<file path="src/mac_hash_device_id_learning_macros.svh">
// ----------------------------------------------------------------------------
// mac_hash_device_id_learning_macros.svh
// assertion macros shared by the address learning block
// ----------------------------------------------------------------------------
`ifndef MAC_HASH_DEVICE_ID_LEARNING_MACROS_SVH
`define MAC_HASH_DEVICE_ID_LEARNING_MACROS_SVH

`ifndef SYNTHESIS

// same-cycle implication, checked out of reset
`define MHDL_ASSERT_SAME(label, clk, rstn, ante, cons) \
    label: assert property (@(posedge clk) disable iff (!(rstn)) (ante) |-> (cons)) \
        else $error("assertion failed");

// next-cycle implication, checked out of reset
`define MHDL_ASSERT_NEXT(label, clk, rstn, ante, cons) \
    label: assert property (@(posedge clk) disable iff (!(rstn)) (ante) |=> (cons)) \
        else $error("assertion failed");

`else

`define MHDL_ASSERT_SAME(label, clk, rstn, ante, cons)
`define MHDL_ASSERT_NEXT(label, clk, rstn, ante, cons)

`endif

`endif

</file>
<file path="src/mhdl_pkg.sv">
// ----------------------------------------------------------------------------
// mhdl_pkg
// types and constants of the mac hash device id learning block
// ----------------------------------------------------------------------------
package mhdl_pkg;

    localparam int MAC_W    = 48;
    localparam int LEN_W    = 8;
    localparam int HASH_W   = 32;
    localparam int ID_W     = 4;
    localparam int STATUS_W = 2;
    localparam int BYTE_W   = 8;

    localparam int MAC_BYTES   = 6;
    localparam int BYTE_CNT_W  = 3;
    localparam int DJB2_SHIFT  = 5;
    localparam logic [HASH_W-1:0] DJB2_START = 32'd5381;

    localparam logic [STATUS_W-1:0] STATUS_DROPPED = 2'd0;
    localparam logic [STATUS_W-1:0] STATUS_LEARNED = 2'd1;
    localparam logic [STATUS_W-1:0] STATUS_FULL    = 2'd2;
    localparam logic [STATUS_W-1:0] STATUS_KNOWN   = 2'd3;

    typedef struct packed {
        logic [MAC_W-1:0] mac_address;
        logic [LEN_W-1:0] frame_length;
    } in_beat_t;

    typedef struct packed {
        logic [STATUS_W-1:0] status;
        logic [ID_W-1:0]     device_id;
        logic [HASH_W-1:0]   mac_hash;
    } out_beat_t;

endpackage

</file>
<file path="src/mac_hash_device_id_learning.sv">
// ----------------------------------------------------------------------------
// mac_hash_device_id_learning
// learns sender mac addresses by djb2 hash and hands out device ids
// ----------------------------------------------------------------------------
// One beat at a time. After a beat is taken the mac is hashed one byte per
// cycle, then the learned hashes are read from the table memory one per
// cycle in id order. A beat with the wrong length skips the search, a hit
// ends the search at its id, and a miss reads every learned id. The result
// sits in an output register, and the next beat can be taken while it
// waits. Ids start at 1; once DEVICE_SLOTS - 1 ids are given out, misses
// report table full. The table needs no clearing after reset: only ids
// below the next free id are ever read.
module mac_hash_device_id_learning
    import mhdl_pkg::*;
#(
    parameter int DEVICE_SLOTS = 16
) (
    input  logic             aclk,
    input  logic             aresetn,
    input  logic             s_valid,
    output logic             s_ready,
    input  in_beat_t         s_data,
    output logic             m_valid,
    input  logic             m_ready,
    output out_beat_t        m_data,
    input  logic             cfg_we,
    input  logic [LEN_W-1:0] cfg_wdata
);

    `include "mac_hash_device_id_learning_macros.svh"

    localparam int IDX_W = $clog2(DEVICE_SLOTS);
    localparam int CNT_W = $clog2(DEVICE_SLOTS + 1);

    localparam logic [1:0] ST_IDLE   = 2'd0;
    localparam logic [1:0] ST_HASH   = 2'd1;
    localparam logic [1:0] ST_SEARCH = 2'd2;
    localparam logic [1:0] ST_RESULT = 2'd3;

    logic [1:0]        state_reg, state_next;
    logic [LEN_W-1:0]  exp_len_reg;
    logic              len_ok_reg;
    logic [CNT_W-1:0]  next_free_reg;
    logic [CNT_W-1:0]  srch_cnt_reg, srch_cnt_next;
    logic              rd_valid_reg, rd_valid_next;
    logic [IDX_W-1:0]  rd_idx_reg, rd_idx_next;
    logic [HASH_W-1:0] rd_data_reg;
    logic              hit_reg, hit_next;
    logic [IDX_W-1:0]  hit_id_reg, hit_id_next;
    logic              m_valid_reg;
    out_beat_t         m_data_reg;
    out_beat_t         out_next;

    logic [HASH_W-1:0] hash_mem [DEVICE_SLOTS];

    logic              in_fire;
    logic              hash_done;
    logic [HASH_W-1:0] hash_val;
    logic              issue;
    logic              match;
    logic              out_load;
    logic              table_full;
    logic              learn;
    logic [IDX_W-1:0]  id_sel;
    logic [IDX_W+ID_W-1:0] id_ext;

    assign s_ready = (state_reg == ST_IDLE);
    assign in_fire = s_valid && s_ready;

    mhdl_djb2 u_djb2 (
        .aclk    (aclk),
        .aresetn (aresetn),
        .start   (in_fire),
        .mac     (s_data.mac_address),
        .done    (hash_done),
        .hash    (hash_val)
    );

    assign issue      = (srch_cnt_reg < next_free_reg);
    assign match      = rd_valid_reg && (rd_data_reg == hash_val);
    assign out_load   = (state_reg == ST_RESULT) && (!m_valid_reg || m_ready);
    assign table_full = (next_free_reg == CNT_W'(DEVICE_SLOTS));
    assign learn      = out_load && len_ok_reg && !hit_reg && !table_full;

    always_comb begin
        state_next    = state_reg;
        srch_cnt_next = srch_cnt_reg;
        rd_valid_next = 1'b0;
        rd_idx_next   = rd_idx_reg;
        hit_next      = hit_reg;
        hit_id_next   = hit_id_reg;
        case (state_reg)
            ST_IDLE: begin
                if (in_fire) begin
                    state_next = ST_HASH;
                end
            end
            ST_HASH: begin
                if (hash_done) begin
                    hit_next      = 1'b0;
                    srch_cnt_next = CNT_W'(1);
                    state_next    = len_ok_reg ? ST_SEARCH : ST_RESULT;
                end
            end
            ST_SEARCH: begin
                rd_valid_next = issue;
                rd_idx_next   = srch_cnt_reg[IDX_W-1:0];
                if (issue) begin
                    srch_cnt_next = srch_cnt_reg + CNT_W'(1);
                end
                if (match) begin
                    hit_next      = 1'b1;
                    hit_id_next   = rd_idx_reg;
                    rd_valid_next = 1'b0;
                    state_next    = ST_RESULT;
                end else if (!issue && !rd_valid_reg) begin
                    state_next = ST_RESULT;
                end
            end
            ST_RESULT: begin
                if (out_load) begin
                    state_next = ST_IDLE;
                end
            end
            default: begin
                state_next = ST_IDLE;
            end
        endcase
    end

    always_comb begin
        id_sel = '0;
        out_next.status = STATUS_DROPPED;
        if (len_ok_reg) begin
            if (hit_reg) begin
                out_next.status = STATUS_KNOWN;
                id_sel          = hit_id_reg;
            end else if (table_full) begin
                out_next.status = STATUS_FULL;
            end else begin
                out_next.status = STATUS_LEARNED;
                id_sel          = next_free_reg[IDX_W-1:0];
            end
        end
        id_ext             = {{ID_W{1'b0}}, id_sel};
        out_next.device_id = id_ext[ID_W-1:0];
        out_next.mac_hash  = hash_val;
    end

    always_ff @(posedge aclk) begin
        if (!aresetn) begin
            state_reg     <= ST_IDLE;
            exp_len_reg   <= '0;
            next_free_reg <= CNT_W'(1);
            rd_valid_reg  <= 1'b0;
            m_valid_reg   <= 1'b0;
        end else begin
            state_reg    <= state_next;
            rd_valid_reg <= rd_valid_next;
            if (cfg_we) begin
                exp_len_reg <= cfg_wdata;
            end
            if (learn) begin
                next_free_reg <= next_free_reg + CNT_W'(1);
            end
            if (out_load) begin
                m_valid_reg <= 1'b1;
            end else if (m_ready) begin
                m_valid_reg <= 1'b0;
            end
        end
    end

    always_ff @(posedge aclk) begin
        if (in_fire) begin
            len_ok_reg <= (s_data.frame_length == exp_len_reg);
        end
        srch_cnt_reg <= srch_cnt_next;
        rd_idx_reg   <= rd_idx_next;
        hit_reg      <= hit_next;
        hit_id_reg   <= hit_id_next;
        if (out_load) begin
            m_data_reg <= out_next;
        end
    end

    // hash table
    always_ff @(posedge aclk) begin
        if (learn) begin
            hash_mem[next_free_reg[IDX_W-1:0]] <= hash_val;
        end
    end

    always_ff @(posedge aclk) begin
        rd_data_reg <= hash_mem[srch_cnt_reg[IDX_W-1:0]];
    end

    assign m_valid = m_valid_reg;
    assign m_data  = m_data_reg;

    `MHDL_ASSERT_SAME(a_free_range, aclk, aresetn, 1'b1,
                      (next_free_reg >= CNT_W'(1)) && (next_free_reg <= CNT_W'(DEVICE_SLOTS)))
    `MHDL_ASSERT_NEXT(a_learn_bumps_free, aclk, aresetn, learn,
                      next_free_reg == $past(next_free_reg) + CNT_W'(1))
    `MHDL_ASSERT_SAME(a_search_bound, aclk, aresetn, state_reg == ST_SEARCH,
                      srch_cnt_reg <= next_free_reg)
    `MHDL_ASSERT_NEXT(a_no_accept_busy, aclk, aresetn, in_fire, !s_ready)

endmodule

</file>
<file path="src/mhdl_djb2.sv">
// ----------------------------------------------------------------------------
// mhdl_djb2
// byte-serial djb2 hash of a 48-bit mac address, first byte first
// ----------------------------------------------------------------------------
module mhdl_djb2
    import mhdl_pkg::*;
(
    input  logic              aclk,
    input  logic              aresetn,
    input  logic              start,
    input  logic [MAC_W-1:0]  mac,
    output logic              done,
    output logic [HASH_W-1:0] hash
);

    `include "mac_hash_device_id_learning_macros.svh"

    logic [MAC_W-1:0]      mac_reg;
    logic [HASH_W-1:0]     hash_reg;
    logic [BYTE_CNT_W-1:0] cnt_reg;
    logic                  busy_reg;
    logic                  done_reg;
    logic [HASH_W-1:0]     hash_step;
    logic                  last_byte;

    assign hash_step = (hash_reg << DJB2_SHIFT) + hash_reg
                     + {{(HASH_W-BYTE_W){1'b0}}, mac_reg[MAC_W-1 -: BYTE_W]};
    assign last_byte = (cnt_reg == BYTE_CNT_W'(MAC_BYTES - 1));

    always_ff @(posedge aclk) begin
        if (!aresetn) begin
            busy_reg <= 1'b0;
            done_reg <= 1'b0;
            cnt_reg  <= '0;
        end else begin
            done_reg <= 1'b0;
            if (start) begin
                busy_reg <= 1'b1;
                cnt_reg  <= '0;
            end else if (busy_reg) begin
                cnt_reg <= cnt_reg + BYTE_CNT_W'(1);
                if (last_byte) begin
                    busy_reg <= 1'b0;
                    done_reg <= 1'b1;
                end
            end
        end
    end

    always_ff @(posedge aclk) begin
        if (start) begin
            mac_reg  <= mac;
            hash_reg <= DJB2_START;
        end else if (busy_reg) begin
            mac_reg  <= mac_reg << BYTE_W;
            hash_reg <= hash_step;
        end
    end

    assign done = done_reg;
    assign hash = hash_reg;

    `MHDL_ASSERT_NEXT(a_start_no_done, aclk, aresetn, start, !done_reg)
    `MHDL_ASSERT_SAME(a_cnt_range, aclk, aresetn, busy_reg,
                      cnt_reg <= BYTE_CNT_W'(MAC_BYTES - 1))
    `MHDL_ASSERT_NEXT(a_done_pulse, aclk, aresetn, done_reg, !done_reg)

endmodule

</file>
<file path="config.mk">
export PLATFORM = sky130hd
export DESIGN_NAME = mac_hash_device_id_learning
export DESIGN_NICKNAME = d
export VERILOG_FILES = /design/src/mhdl_pkg.sv /design/src/mac_hash_device_id_learning.sv /design/src/mhdl_djb2.sv
export VERILOG_INCLUDE_DIRS = /design/src /design/src/src
export SDC_FILE = /design/constraint.sdc
export NUM_CORES = 1
export LEC_CHECK = 0
export BUFFER_PORTS_ARGS = -buffer_cell sky130_fd_sc_hd__clkbuf_2
export CAP_MARGIN = 15
export CORE_MARGIN = 5
export CORE_UTILIZATION = 55
export DETAILED_ROUTE_END_ITERATION = 8
export PLACE_DENSITY = 0.75
export SLEW_MARGIN = 30
export SYNTH_ARGS = -nofsm -noshare
export SYNTH_HDL_FRONTEND = slang
export SYNTH_SLANG_ARGS = --single-unit
</file>
<file path="constraint.sdc">
create_clock -name aclk -period 7.36 [get_ports aclk]
set_input_delay 0.368 -clock aclk [delete_from_list [all_inputs] [get_ports aclk]]
set_output_delay 0.368 -clock aclk [all_outputs]
set_load 0.1 [all_outputs]
</file>
==> flow_summary.toml <==
[final_layout]
layout_commonest_cell = "edfxtp_1"
layout_common_cells = "613 x edfxtp_1, 160 x mux4_2, 154 x nand2_1, 108 x clkbuf_2, 85 x dfxtp_1"
final_util_pct = 62.7
layout-drive-gt1-share_pct = 24.5
largest_reg_flops = 512
diodes = 0
synthToLayoutAreaGrowth_pct = 13.1
nets = 1866

[synthesis]
yosysWarnings = 0
async_flop_share_pct = 0
ys_ff_latch = 699
synth_top_area_share_pct = 64.8
syn_nets = 1720
synthTopCellsByArea = "edfxtp_1 65%, mux4_2 13%, dfxtp_1 6.1%, ha_1 3.2%, nand2_1 2.1%"
syn_avg_cell_area_um2 = 18.0
synth_cells = 1574
syn-cell-area_um2 = 28400
synth_edf_count = 613
yosysTopAreaCell = "edfxtp_1"
yosys_most_used_dff = "edfxtp_1"
synth_cell_types = 71
synth-seq-area-share_pct = 70.9

[detailed_routing]
drt_first_pass_iters = 5
remaining_drc_errors = 0
wire_per_inst_um = 25.5
num_vias = 14700
drt-initial-drc-count = 1570
via_per_inst = 6.02
drt_wl_total_mm = 62.3
ant_nets = 0

[setup_path]
cp_data_required_time_ps = 7840
startpoint_type = "flop"
worstPathMaxFanout = 21
critical_path.slowest_cell = "dfxtp_1"
end_kind = "flop"
arrival_ps = 4040
crit_chain = "ha_1, ha_1, fa_1, a211oi_1, nor2_1, o21ai_2, o21ai_1, o21ai_1, o31a_1, mux2i_1, nand3_1"
max_stage_delay_ps = 790
path_buf_inv = 0
path_class = "reg2reg"
worst_path_dominant_cell_family = "compound AO/OA/AOI/OAI gates"

[die]
die_area_um2 = 56300
core_area_um2 = 51200
start_util_pct = 55.5
die_h_um = 237
io_pins = 109
num_rows = 83
die_w_um = 237

[power]
total_power_uw = 12100
swShare_pct = 30.6
power.density_nw_per_um2 = 376
peakVddDrop_mv = 0.322
power.switching_uw = 3690
p_leak_uw = 0.0114
power_frac_comb_pct = 25.9
seqPwrFrac_pct = 46.1
p_int_uw = 8360
clockPowerShare_pct = 28.1

[cts]
root_buffer = "clkbuf_16"
clkTransAtPathRegs_ps = 60
cts_resized = 0
clock_latency_ps = 600
cts_hold_buf = 0
clock_path_buffers = 3
postCtsSetupBuffers = 0
cts_inserted_buffers = 68
htreeDepth = 3
cts_tree = "built"
clock-sinks = 699

[global_route]
grt_max_degree = 113
grt.overflow.total = 0
antenna_found_initial = 0
grt_pass1_wl_mm = 94.0
track_usage_pct = 22.2
grt_pass1_vias = 15300

[sta]
period_minus_slack_ps = 3560
hold_violations = 0
worst_pin_slew_ps = 1020
maxSlewHeadroom_pct = 32.2
slew_violations = 0
finalSetupViolations = 0
rsz0062_at_grt = "false"
max_freq_ghz = 0.281
hold_ws_ps = 26.0
skew_ps = 15.7
final.period_utilization_pct = 48.3
finalSetupTns_ps = 0

[placed_design]
dp_hpwl_mm = 33.8
io_buffers = 108
gp_congestion = 0.818

[min_path]
holdCritPathClass = "in2reg"

[job]
cap_violations = 0

[outcome]
outcome = "complete, no violations"
per-stage QoR:
step	std cells	setup slack (ps)	instance area (µm²)
after floorplan	1574	1370	28400
after global placement	2327	3890	29900
after detailed placement	2328	3810	29900
after CTS	2446	3790	32100
after global routing	2448	3610	32100
final	2448	3800	32100
cell families after synthesis:
logic type                 synth area share [%]
buffers and inverters                      1.28
and+or+nand+nor                            5.19
AOI/OAI and AO/OA                          3.59
DFF                                        70.9
muxes                                      13.6
adders and majority gates                  3.50
xor gates and xnor gates                   1.94
path summary, 6_finish.rpt:
kind / start / end / slack (ps) / cells after the start
worst max-delay path: u_djb2.hash[1] / u_djb2.hash[31] / 3800 / 11
worst min-delay path: s_data[40] / u_djb2.mac_reg[32] / 30 / 3
worst max register to register: u_djb2.hash[1] / u_djb2.hash[31] / 3800 / 11
worst min register to register: rd_idx_reg[3] / hit_id_reg[3] / 420 / 0
power groups by stage:
| stage | combinational, µW | sequential [µW] | clock, µW |
|---|---|---|---|
| 3_3_place_gp | 3010 | 5620 | 0 |
| 5_1_grt | 3410 | 5610 | 3610 |
| 3_5_place_dp | 3080 | 5630 | 0 |
| 4_1_cts | 3120 | 5560 | 3440 |
| 2_1_floorplan | 2220 | 5570 | 0 |
| 6_report | 3120 | 5550 | 3390 |
worst min-delay path, cell delays in order:
cell and delay (ps):
clkbuf_2 70, nand2_1 40, nand2_1 40
layer usage:
metal / vias to the layer above / wire length (µm) / global-route usage, %
met4: 0 / 1460 / 6.91
met5: - / 0 / 0
met1: 7627 / 24900 / 29.6
li1: 6493 / - / -
met2: 537 / 32000 / 38.2
met3: 81 / 3980 / 3.69
cells in the mapped netlist, drive strengths merged, types with 5 or more instances:
master and n:
nand2b 6, mux2i 26, inv 23, mux4 160
clkbuf 45, buf 23, ha 73, a21oi 25
o21ai 28, o21a 8, dfxtp 86, nand2 157
xnor2 24, xor2 39, a21o 22, nor2 52
edfxtp 613, nor3 13, a31oi 5, nand3 15
and2 16, a2111oi 6, nor4 6, nor2b 21
and3 16, nand4 6, a211oi 13
cell type report:
cell class	count	area [µm²]
sequential	699	20100
fill	3427	19100
multi-input combinational	784	8030
clock buffer	95	1870
timing repair buffer	144	863
tap	680	851
clock inverter	23	265
inverter	23	86.3
No activity file was read; power rests on OpenSTA's default activity.
